===== config.mk =====
export PLATFORM = sky130hd
export DESIGN_NAME = sprite_run_length_decoder_unit_flat
export DESIGN_NICKNAME = d
export VERILOG_FILES = /design/src/hw/rtl/srld_pkg.sv /design/src/hw/rtl/srld_stream_if.sv /design/src/hw/rtl/srld_pixel_if.sv /design/src/hw/rtl/srld_step.sv /design/src/hw/rtl/sprite_run_length_decoder_unit.sv /design/src/flat_wrapper.sv
export SDC_FILE = /design/constraint.sdc
export NUM_CORES = 2
export LEC_CHECK = 0
export BUFFER_PORTS_ARGS = -buffer_cell sky130_fd_sc_hd__buf_2
export CAP_MARGIN = 20
export CELL_PAD_IN_SITES_DETAIL_PLACEMENT = 2
export CELL_PAD_IN_SITES_GLOBAL_PLACEMENT = 2
export CORE_ASPECT_RATIO = 0.8
export CORE_MARGIN = 4
export CORE_UTILIZATION = 30
export DETAILED_ROUTE_END_ITERATION = 12
export GPL_TIMING_DRIVEN = 0
export PLACE_DENSITY_LB_ADDON = 0.1
export RECOVER_POWER = 50
export REMOVE_ABC_BUFFERS = 1
export SLEW_MARGIN = 20
export SYNTH_ARGS = -nofsm -noshare
export SYNTH_HDL_FRONTEND = slang
export SYNTH_SLANG_ARGS = --single-unit

===== constraint.sdc =====
create_clock -name clk -period 9 [get_ports clk]
set_clock_uncertainty 0.2 [all_clocks]
set_input_delay 0.45 -clock clk [delete_from_list [all_inputs] [get_ports clk]]
set_output_delay 0.45 -clock clk [all_outputs]
set_load 0.005 [all_outputs]

===== src/hw/rtl/srld_pkg.sv =====
// Shared types and codes for the sprite run-length decoder.
// No dependencies; srld_step and the top level import this package.
package srld_pkg;

    localparam int unsigned CFG_INDEX_W = 3;
    localparam int unsigned CFG_DATA_W  = 16;

    // Configuration register indexes.
    localparam logic [CFG_INDEX_W-1:0] CFG_MODE          = 3'd0;
    localparam logic [CFG_INDEX_W-1:0] CFG_LITTLE_ENDIAN = 3'd1;
    localparam logic [CFG_INDEX_W-1:0] CFG_KEY_COLOR     = 3'd2;
    localparam logic [CFG_INDEX_W-1:0] CFG_IMAGE_WIDTH   = 3'd3;
    localparam logic [CFG_INDEX_W-1:0] CFG_IMAGE_HEIGHT  = 3'd4;

    // Input operations.
    localparam logic [1:0] OP_BYTE   = 2'd0;
    localparam logic [1:0] OP_TICK   = 2'd1;
    localparam logic [1:0] OP_NEW    = 2'd2;
    localparam logic [1:0] OP_UNUSED = 2'd3;

    // Result status codes.
    localparam logic [1:0] ST_PIXEL   = 2'd0;
    localparam logic [1:0] ST_REFUSED = 2'd1;
    localparam logic [1:0] ST_ERROR   = 2'd2;

    // Parse phases.
    localparam logic [1:0] PH_START   = 2'd0;
    localparam logic [1:0] PH_SECOND  = 2'd1;
    localparam logic [1:0] PH_LITERAL = 2'd2;

    typedef struct packed {
        logic        mode;
        logic        little_endian;
        logic [15:0] key_color;
        logic [31:0] image_size;
    } cfg_t;

    typedef struct packed {
        logic [31:0] pixel_position;
        logic [7:0]  low_byte_held;
        logic        byte_phase;
        logic [1:0]  parse_phase;
        logic [15:0] run_remaining;
        logic [15:0] run_color;
        logic [7:0]  current_alpha;
        logic [7:0]  literal_remaining;
        logic        error_latched;
    } state_t;

    typedef struct packed {
        logic [1:0]  status;
        logic [15:0] pixel_color;
        logic [7:0]  pixel_alpha;
        logic        last_pixel;
    } result_t;

endpackage


===== src/hw/rtl/srld_stream_if.sv =====
// Input channel of the sprite decoder: stream bytes, drain ticks and restarts.
// Depends on nothing but the handshake convention valid/ready.
interface srld_stream_if;
    logic       valid;
    logic       ready;
    logic [1:0] op;
    logic [7:0] data_byte;

    modport source (output valid, output op, output data_byte, input ready);
    modport sink (input valid, input op, input data_byte, output ready);
endinterface


===== src/hw/rtl/srld_pixel_if.sv =====
// Output channel of the sprite decoder: one pixel or status word per handshake.
// Depends on nothing but the handshake convention valid/ready.
interface srld_pixel_if;
    logic        valid;
    logic        ready;
    logic [1:0]  status;
    logic [15:0] pixel_color;
    logic [7:0]  pixel_alpha;
    logic        last_pixel;

    modport source (output valid, output status, output pixel_color, output pixel_alpha,
                    output last_pixel, input ready);
    modport sink (input valid, input status, input pixel_color, input pixel_alpha,
                  input last_pixel, output ready);
endinterface


===== src/hw/rtl/srld_step.sv =====
// Next-state and result logic for one accepted word of the sprite decoder.
// Depends on srld_pkg for the state, configuration and result types.
module srld_step (
    input  srld_pkg::cfg_t    cfg,
    input  srld_pkg::state_t  state,
    input  logic [1:0]        op,
    input  logic [7:0]        data_byte,
    output srld_pkg::state_t  state_next,
    output logic              result_valid,
    output srld_pkg::result_t result
);
    import srld_pkg::*;

    logic [32:0] left_diff;
    logic [31:0] pixels_left;
    logic        left_zero;
    logic [31:0] position_inc;
    logic        inc_is_last;
    logic [15:0] word;
    logic [7:0]  literal_dec;

    assign left_diff    = {1'b0, cfg.image_size} - {1'b0, state.pixel_position};
    assign pixels_left  = left_diff[32] ? 32'd0 : left_diff[31:0];
    assign left_zero    = (pixels_left == 32'd0);
    assign position_inc = state.pixel_position + 32'd1;
    assign inc_is_last  = (position_inc == cfg.image_size);
    assign word         = cfg.little_endian ? {data_byte, state.low_byte_held}
                                            : {state.low_byte_held, data_byte};
    assign literal_dec  = (state.literal_remaining != 8'd0) ?
                          (state.literal_remaining - 8'd1) : 8'd0;

    always_comb
    begin
        state_next   = state;
        result_valid = 1'b0;
        result       = '0;

        case (op)
            OP_NEW:
            begin
                state_next = '0;
            end
            OP_BYTE, OP_TICK:
            begin
                if (state.error_latched)
                begin
                    result_valid  = 1'b1;
                    result.status = ST_ERROR;
                end
                else if (op == OP_TICK)
                begin
                    if (state.run_remaining != 16'd0)
                    begin
                        result_valid = 1'b1;
                        if (left_zero)
                        begin
                            state_next.run_remaining = 16'd0;
                            state_next.error_latched = 1'b1;
                            result.status            = ST_ERROR;
                        end
                        else
                        begin
                            state_next.run_remaining  = state.run_remaining - 16'd1;
                            state_next.pixel_position = position_inc;
                            result.status             = ST_PIXEL;
                            result.pixel_color        = state.run_color;
                            result.pixel_alpha        = state.current_alpha;
                            result.last_pixel         = inc_is_last;
                        end
                    end
                end
                else if (state.run_remaining != 16'd0)
                begin
                    result_valid  = 1'b1;
                    result.status = ST_REFUSED;
                end
                else if (!cfg.mode)
                begin
                    // Packed mode: pixel words, and a count word after a key pixel.
                    if (state.parse_phase != PH_SECOND)
                    begin
                        state_next.parse_phase = PH_START;
                        if (left_zero)
                        begin
                            result_valid             = 1'b1;
                            result.status            = ST_ERROR;
                            state_next.error_latched = 1'b1;
                        end
                        else if (!state.byte_phase)
                        begin
                            state_next.low_byte_held = data_byte;
                            state_next.byte_phase    = 1'b1;
                        end
                        else
                        begin
                            state_next.byte_phase = 1'b0;
                            if (word == cfg.key_color)
                            begin
                                state_next.parse_phase = PH_SECOND;
                            end
                            state_next.pixel_position = position_inc;
                            result_valid              = 1'b1;
                            result.status             = ST_PIXEL;
                            result.pixel_color        = word;
                            result.last_pixel         = inc_is_last;
                        end
                    end
                    else if (!state.byte_phase)
                    begin
                        state_next.low_byte_held = data_byte;
                        state_next.byte_phase    = 1'b1;
                    end
                    else
                    begin
                        state_next.byte_phase = 1'b0;
                        if ({16'd0, word} > pixels_left)
                        begin
                            result_valid             = 1'b1;
                            result.status            = ST_ERROR;
                            state_next.error_latched = 1'b1;
                        end
                        else
                        begin
                            state_next.run_remaining = word;
                            state_next.run_color     = cfg.key_color;
                            state_next.current_alpha = 8'd0;
                            state_next.parse_phase   = PH_START;
                        end
                    end
                end
                else if (state.parse_phase == PH_LITERAL)
                begin
                    // Alpha mode, literal color words.
                    if (!state.byte_phase)
                    begin
                        state_next.low_byte_held = data_byte;
                        state_next.byte_phase    = 1'b1;
                    end
                    else
                    begin
                        state_next.byte_phase        = 1'b0;
                        state_next.literal_remaining = literal_dec;
                        if (literal_dec == 8'd0)
                        begin
                            state_next.parse_phase = PH_START;
                        end
                        state_next.pixel_position = position_inc;
                        result_valid              = 1'b1;
                        result.status             = ST_PIXEL;
                        result.pixel_color        = word;
                        result.pixel_alpha        = state.current_alpha;
                        result.last_pixel         = inc_is_last;
                    end
                end
                else if (state.parse_phase == PH_SECOND)
                begin
                    // Alpha byte: zero queues a black run, otherwise literals follow.
                    state_next.byte_phase    = 1'b0;
                    state_next.current_alpha = data_byte;
                    if (data_byte == 8'd0)
                    begin
                        state_next.run_remaining     = {8'd0, state.literal_remaining};
                        state_next.run_color         = 16'd0;
                        state_next.literal_remaining = 8'd0;
                        state_next.parse_phase       = PH_START;
                    end
                    else
                    begin
                        state_next.parse_phase = PH_LITERAL;
                    end
                end
                else
                begin
                    // Run length byte.
                    state_next.byte_phase  = 1'b0;
                    state_next.parse_phase = PH_START;
                    if (left_zero || (data_byte == 8'd0) ||
                        ({24'd0, data_byte} > pixels_left))
                    begin
                        result_valid             = 1'b1;
                        result.status            = ST_ERROR;
                        state_next.error_latched = 1'b1;
                    end
                    else
                    begin
                        state_next.literal_remaining = data_byte;
                        state_next.parse_phase       = PH_SECOND;
                    end
                end
            end
            default:
            begin
                // The unused operation changes nothing and gives no word.
                state_next = state;
            end
        endcase
    end

endmodule


===== src/hw/rtl/sprite_run_length_decoder_unit.sv =====
// Top level of the sprite run-length decoder with 16-bit pixels.
// Depends on srld_pkg, srld_stream_if, srld_pixel_if and srld_step.
//
//   Channel   Direction  Handshake          Content
//   stream    in         valid/ready        op, data_byte
//   pixels    out        valid/ready        status, pixel_color, pixel_alpha, last_pixel
//   cfg       in         cfg_we, no stall   cfg_index, cfg_data
//
// The block takes one word per cycle while ready. Each accepted word is decoded in the
// cycle it arrives, and its result, if any, is held in a single output register.
// The stream is ready whenever that register is empty or is being emptied in the
// same cycle, so a stalled pixel channel stops the stream only while a result waits.
// Reset (rst_n low, asynchronous) clears the decode state and the output valid flag and
// loads the configuration defaults; the image size product is kept in a register
// that is refreshed on every width or height write.
module sprite_run_length_decoder_unit (
    input  logic                              clk,
    input  logic                              rst_n,
    input  logic                              cfg_we,
    input  logic [srld_pkg::CFG_INDEX_W-1:0]  cfg_index,
    input  logic [srld_pkg::CFG_DATA_W-1:0]   cfg_data,
    srld_stream_if.sink                       stream,
    srld_pixel_if.source                      pixels
);
    import srld_pkg::*;

    logic        mode_reg;
    logic        little_endian_reg;
    logic [15:0] key_color_reg;
    logic [15:0] image_width_reg;
    logic [15:0] image_height_reg;
    logic [31:0] image_size_reg;

    state_t      state_reg;
    state_t      state_next;
    logic        out_valid_reg;
    result_t     out_data_reg;

    cfg_t        cfg;
    logic        step_valid;
    result_t     step_result;
    logic        accept;

    // Configuration registers. The size product is formed as the write happens,
    // so the next accepted word already sees the new size.
    always_ff @(posedge clk or negedge rst_n)
    begin
        if (!rst_n)
        begin
            mode_reg          <= 1'b0;
            little_endian_reg <= 1'b0;
            key_color_reg     <= 16'd0;
            image_width_reg   <= 16'd1;
            image_height_reg  <= 16'd1;
            image_size_reg    <= 32'd1;
        end
        else if (cfg_we)
        begin
            case (cfg_index)
                CFG_MODE:          mode_reg          <= cfg_data[0];
                CFG_LITTLE_ENDIAN: little_endian_reg <= cfg_data[0];
                CFG_KEY_COLOR:     key_color_reg     <= cfg_data;
                CFG_IMAGE_WIDTH:
                begin
                    image_width_reg <= cfg_data;
                    image_size_reg  <= {16'd0, cfg_data} * {16'd0, image_height_reg};
                end
                CFG_IMAGE_HEIGHT:
                begin
                    image_height_reg <= cfg_data;
                    image_size_reg   <= {16'd0, image_width_reg} * {16'd0, cfg_data};
                end
                default:
                begin
                    // Indexes past the register list are ignored.
                    mode_reg <= mode_reg;
                end
            endcase
        end
    end

    assign cfg.mode          = mode_reg;
    assign cfg.little_endian = little_endian_reg;
    assign cfg.key_color     = key_color_reg;
    assign cfg.image_size    = image_size_reg;

    srld_step u_step (
        .cfg          (cfg),
        .state        (state_reg),
        .op           (stream.op),
        .data_byte    (stream.data_byte),
        .state_next   (state_next),
        .result_valid (step_valid),
        .result       (step_result)
    );

    assign stream.ready = !out_valid_reg || pixels.ready;
    assign accept       = stream.valid && stream.ready;

    // Decode state advances on every accepted word.
    always_ff @(posedge clk or negedge rst_n)
    begin
        if (!rst_n)
        begin
            state_reg <= '0;
        end
        else if (accept)
        begin
            state_reg <= state_next;
        end
    end

    // Output register: loaded by an accepted word that yields a result,
    // emptied when the pixel channel takes it and nothing replaces it.
    always_ff @(posedge clk or negedge rst_n)
    begin
        if (!rst_n)
        begin
            out_valid_reg <= 1'b0;
        end
        else if (accept)
        begin
            out_valid_reg <= step_valid;
        end
        else if (pixels.ready)
        begin
            out_valid_reg <= 1'b0;
        end
    end

    always_ff @(posedge clk)
    begin
        if (accept && step_valid)
        begin
            out_data_reg <= step_result;
        end
    end

    assign pixels.valid       = out_valid_reg;
    assign pixels.status      = out_data_reg.status;
    assign pixels.pixel_color = out_data_reg.pixel_color;
    assign pixels.pixel_alpha = out_data_reg.pixel_alpha;
    assign pixels.last_pixel  = out_data_reg.last_pixel;

endmodule

===== src/flat_wrapper.sv =====
// flat-port wrapper written by rule: the top's interface ports become plain ports
module sprite_run_length_decoder_unit_flat import srld_pkg::*;
  (clk, rst_n, cfg_we, cfg_index, cfg_data, stream_valid, stream_op, stream_data_byte, stream_ready, pixels_valid, pixels_status, pixels_pixel_color, pixels_pixel_alpha, pixels_last_pixel, pixels_ready);
  srld_stream_if stream_i ();
  srld_pixel_if pixels_i ();
  input  logic clk;
  input  logic rst_n;
  input  logic cfg_we;
  input  logic [srld_pkg::CFG_INDEX_W-1:0] cfg_index;
  input  logic [srld_pkg::CFG_DATA_W-1:0] cfg_data;
  input wire logic [$bits(stream_i.valid)-1:0] stream_valid;
  input wire logic [$bits(stream_i.op)-1:0] stream_op;
  input wire logic [$bits(stream_i.data_byte)-1:0] stream_data_byte;
  output wire logic [$bits(stream_i.ready)-1:0] stream_ready;
  output wire logic [$bits(pixels_i.valid)-1:0] pixels_valid;
  output wire logic [$bits(pixels_i.status)-1:0] pixels_status;
  output wire logic [$bits(pixels_i.pixel_color)-1:0] pixels_pixel_color;
  output wire logic [$bits(pixels_i.pixel_alpha)-1:0] pixels_pixel_alpha;
  output wire logic [$bits(pixels_i.last_pixel)-1:0] pixels_last_pixel;
  input wire logic [$bits(pixels_i.ready)-1:0] pixels_ready;
  assign stream_i.valid = stream_valid;
  assign stream_i.op = stream_op;
  assign stream_i.data_byte = stream_data_byte;
  assign stream_ready = stream_i.ready;
  assign pixels_valid = pixels_i.valid;
  assign pixels_status = pixels_i.status;
  assign pixels_pixel_color = pixels_i.pixel_color;
  assign pixels_pixel_alpha = pixels_i.pixel_alpha;
  assign pixels_last_pixel = pixels_i.last_pixel;
  assign pixels_i.ready = pixels_ready;
  sprite_run_length_decoder_unit u_core (.clk(clk), .rst_n(rst_n), .cfg_we(cfg_we), .cfg_index(cfg_index), .cfg_data(cfg_data), .stream(stream_i), .pixels(pixels_i));
endmodule

Word-level counts from Yosys, hierarchy flattened

Index checks and enable logic that the tools add are counted.

Add/sub/neg operators: 4
$mul: 2
Order comparisons: 2
Equality and inequality tests: 42
Muxes and demuxes: 92
Bitwise gates (word level): 1
Reduce and logical (&&, ||, !) cells: 33

Operator list:

| cell                                                            | count |
|---|---|
| 32-bit 2-to-1 mux                                               | 8 |
| 92-bit 2-to-1 mux                                               | 2 |
| 92-bit case mux with 2 select lines                             | 1 |
| 40-bit 2-to-1 mux                                               | 4 |
| 16-bit 2-to-1 mux                                               | 7 |
| 27-bit 2-to-1 mux                                               | 4 |
| 25-bit 2-to-1 mux                                               | 4 |
| 42-bit 2-to-1 mux                                               | 2 |
| 83-bit 2-to-1 mux                                               | 1 |
| 8-bit 2-to-1 mux                                                | 9 |
| 16-bit by 16-bit multiplier with 32-bit output                  | 2 |
| 32-bit case mux with 2 select lines                             | 1 |
| 43-bit 2-to-1 mux                                               | 1 |
| 32-bit by 32-bit subtractor with 33-bit output                  | 1 |
| 32-bit by 1-bit adder with 32-bit output, second input constant | 1 |
| 32-bit == test                                                  | 1 |
| 16-bit by 32-bit > comparator with 1-bit output                 | 1 |
| 8-bit by 32-bit > comparator with 1-bit output                  | 1 |
| 32-bit logical NOT                                              | 1 |
| 4-bit != test, second input constant                            | 8 |
| 1-bit 2-to-1 mux                                                | 30 |
| 2-bit 2-to-1 mux                                                | 14 |
| 9-bit AND reduction                                             | 3 |
| 4-bit by 3-bit != test with 1-bit output, second input constant | 6 |
| 33 further kinds                                                | 63 |

Bits in registers: 202
Bits of input ports: 34
Output and inout port bits: 29
Logic and storage cells: 197

Logic depth before layout (Yosys ltp)

Word-level depth: 14
Gate-level depth with buffers: 28
Depth with buffers taken out: 26

Hierarchy

A second synthesis with hierarchy kept.

Cell total of the unflattened synthesis: 3961
Area total of the unflattened synthesis: 33244.4 sq um

Modules (own cells, without submodules):

| module                         | times used | cells each | area an instance (sq um) |
|---|---|---|---|
| sprite_run_length_decoder_unit | 1          | 2547       | 24586.1 |
| srld_step                      | 1          | 1414       | 8658.3 |

Worst setup path after synthesis

No wires, ideal clock.

Path kind: input -> register
Start: input cfg_data[13] (netlist name)
End: register u_core.image_size_reg[29]
Library setup time: 77 ps
Data arrival time: 7129 ps
Required time: 8723 ps
Path slack: 1594 ps
Stages on the path: 27
Cell sequence: clkbuf_1 clkbuf_1 nand2_1 fa_1 inv_1 fa_1 inv_1 fa_1 inv_1 fa_1 fa_1 inv_1 fa_1 inv_1 ha_1 a21o_1 a21oi_1 inv_1 a2111oi_0 nor4_1 a2111oi_0 o21ba_2 o21ai_0 a211oi_1 xnor2_1 nand2_1 a21oi_1

Longest elaborated chain between the ends: 2

Ends and longest elaborated chain:

| what                                                              | RTL line                                                                   | text |
|---|---|---|
| start: declaration                                                | flat_wrapper.sv:10                                                         | `input logic [srld_pkg::CFG_DATA_W-1:0] cfg_data;` |
| 16-bit by 16-bit multiplier with 32-bit output (on tied branches) | sprite_run_length_decoder_unit.sv:71, sprite_run_length_decoder_unit.sv:66 |  |
| 32-bit case mux with 2 select lines *                             | sprite_run_length_decoder_unit.sv:59                                       | `case (cfg_index)` |
| end signal: assignment                                            | sprite_run_length_decoder_unit.sv:66                                       | `image_size_reg <= {16'd0, cfg_data} * {16'd0, image_height_reg};` |
| end signal: assignment                                            | sprite_run_length_decoder_unit.sv:71                                       | `image_size_reg <= {16'd0, image_width_reg} * {16'd0, cfg_data};` |
| end: declaration                                                  | sprite_run_length_decoder_unit.sv:32                                       | `logic [31:0] image_size_reg;` |

Mark *: on every way between the ends. The rest lies on a longest branch, timed or not.
A chain may end at the register's enable or synchronous reset.

Final worst setup path

Start: register u_core.image_height_reg[3]
End: register u_core.image_size_reg[31]

Longest elaborated chain between the ends: 2

Ends and longest elaborated chain:

| what                                           | RTL line                             | text |
|---|---|---|
| start: declaration                             | sprite_run_length_decoder_unit.sv:31 | `logic [15:0] image_height_reg;` |
| start signal: assignment                       | sprite_run_length_decoder_unit.sv:70 | `image_height_reg <= cfg_data;` |
| 16-bit by 16-bit multiplier with 32-bit output | sprite_run_length_decoder_unit.sv:66 |  |
| 32-bit case mux with 2 select lines            | sprite_run_length_decoder_unit.sv:59 |  |

No other way between the ends.

==> out/qor.yml <==
wire_per_inst_um: 24.2
worst_setup_path_start_kind: "flop"
port_buffers: 62
first_global_vias: 29654
gr-max-usage-layer: "met2"
dr_total_vias: 25698
fin_cells: 4887
fin_area_um2: 33600
htree_levels: 1
fin_tns_setup_ns: 0
drtIter0Drc: 1370
cp_slowest_stage_delay_ns: 0.85
synth_flop_cell: "dfrtp_1"
dp_slack_ns: -0.160
rsz0062_at_grt: "no"
syn_area_per_cell_um2: 8.61
met1_usage_pct: 31.7
synth_edf_count: 27
fmax_ghz: 0.118
insertion_delay_ns: 0.65
cts_buffer_depth: 3
drt_wl_total_mm: 118
hold_viol_final: 0
areaGrowthSynthToFinish_pct: 8.58
largest_register_ffs: 92
use_met2_pct: 36.0
yosys_warnings: 0
ys_seq_area_share_pct: 16.8
synth_cell_types: 86
numCtsBuffers: 28
drc_errors: 0
path_clk_slew_ns: 0.06
async_reset_ff_share_pct: 86.6
coreArea_um2: 102000
drt-pass1-iter-count: 5
placedInstanceArea_um2: 32500
hold_class: "input pin to flop"
max_slew_margin_pct: -256
met3_usage_pct: 2.34
vias_per_cell: 5.26
grt.total_usage_pct: 22.0
rows: 105
cts_sinks: 202
worstPathRequired_ns: 9.25
synthCells: 3591
boundaryPins: 63
place_inst: 4812
hpwl_mm: 88.2
cts_tree: "yes"
finalMaxSlewViolations: 164
worstPathMaxFanout: 17
fin_nets: 4216
end_kind: "flop"
cts_root_buffer: "clkbuf_16"
finalCriticalPeriod_ns: 8.47
die_y_um: 295
start_util_pct: 30.2
drive_above_1_share_pct: 6.04
synth_seq_cells: 202
grt_pass1_wl_mm: 185
antenna_found_initial: 9
ant_nets: 0
grt_max_degree: 85
netlist_area_um2: 30900
drv_cap: 2
fin_crit_sh_pct: 94.1
cpMaxStageDelayCell: "dfrtp_1"
die_w_um: 367
worstPathArrival_ns: 8.72
worst_slew_pin_slew_ns: 5.34
grt_overflow: 0
violations: "max-capacitance violations, max-slew violations"
criticalPathCategory: "flop to flop"
cts_setup_buffers: 0
gp_congestion: 0.822
setup_slack_ns: 0.529
outcome: "finished with violations"
dieArea_um2: 108000
setup_viol: 0
path summary, 6_finish.rpt:
path | from | endpoint | slack (ns) | depth (start not counted)
setup reg to reg | u_core.image_height_reg[3]$_DFFE_PN0P_ | u_core.image_size_reg[31]$_DFFE_PN0P_ | 0.53 | 25
min in group asynchronous | rst_n | u_core.state_reg[71]$_DFFE_PN0P_ | 0.57 | 3
hold reg to reg | u_core.state_reg[12]$_DFFE_PN0P_ | u_core.state_reg[12]$_DFFE_PN0P_ | 0.29 | 2
hold / removal | cfg_index[0] | u_core.little_endian_reg$_DFFE_PN0P_ | 0.1 | 4
max in group asynchronous | rst_n | u_core.image_width_reg[9]$_DFFE_PN0P_ | 2.56 | 4
setup / recovery | u_core.image_height_reg[3]$_DFFE_PN0P_ | u_core.image_size_reg[31]$_DFFE_PN0P_ | 0.53 | 25
per-layer routing:
metal	part of all wire, %	wire [um]
met1	50	58700
met2	45	53200
met3	3.2	3760
met4	2.0	2410
met5	0.024	28
cells in the mapped netlist, drive strengths merged (21+ instances only):
cell	n	share of area [%]
a21o	46	1.1
a21oi	154	2.5
a31oi	39	0.89
and2	254	5.1
and3	21	0.42
clkbuf	172	2.1
dfrtp	172	14
edfxtp	27	2.6
fa	389	25
ha	271	11
inv	544	6.6
mux2	64	2.3
nand2	494	6.0
nand3	54	0.87
nand4	28	0.57
nor2	147	1.8
nor3	51	0.83
nor4	23	0.49
o21a	24	0.58
o21ai	145	2.4
o31ai	24	0.58
or3	21	0.44
xnor2	100	2.8
xor2	43	1.2
final cells by class:
type | count | area, um^2
clock inverter | 15 | 190
inverter | 545 | 2050
tap | 1337 | 1670
timing repair buffer | 91 | 622
clock buffer | 37 | 816
antenna | 6 | 15.0
sequential | 202 | 5200
fill | 11522 | 68900
multi-input combinational | 2654 | 23000
per-stage QoR:
step                      utilization (%)  hold slack, ns
final                                32.8          0.0966
after global routing                 32.8          0.0835
after CTS                            32.8          0.0642
after detailed placement             31.7          0.0886
after global placement               31.4           0.258
after floorplan                         -         -0.0456
critical path, delay by kind of cell (launching register included):
family          cells  cell delay, ns
fa+ha+maj           7            3.38
compound gates      9            2.74
simple gates        2            0.30
buf+inv             6            0.31
xor+xnor            1            0.46
flops               1            0.85
cells in the final DEF (no fill, tap or decap), types with 64 or more instances in the layout:
cell type  count
a21oi_1      153
nand2_1      490
fa_1         389
and2_1       253
mux2_2        64
nor2_1       142
o21ai_0      143
dfrtp_1      166
inv_1        543
xnor2_1      100
ha_1         271
cells by family after synthesis:
| family | share of synthesized area, % |
|---|---|
| flip-flops | 16.8 |
| XOR/XNOR | 4.05 |
| adder cells (fa/ha/maj) | 36.1 |
| buffers and inverters | 9.06 |
| multiplexers | 2.72 |
| AO/OA/AOI/OAI | 13.1 |
| AND/OR/NAND/NOR | 18.2 |
what timing repair did:
| action | in CTS | in global routing |
|---|---|---|
| endpoints found under the setup margin | 0 | 2 |
| resized for setup | 0 | 6 |
| hold endpoints to repair | 189 | 0 |
| hold buffers | 15 | 0 |
Power is left out: the tool's default activity adds up to more than one toggle a clock period on the data nets, which glitch-free logic cannot reach.
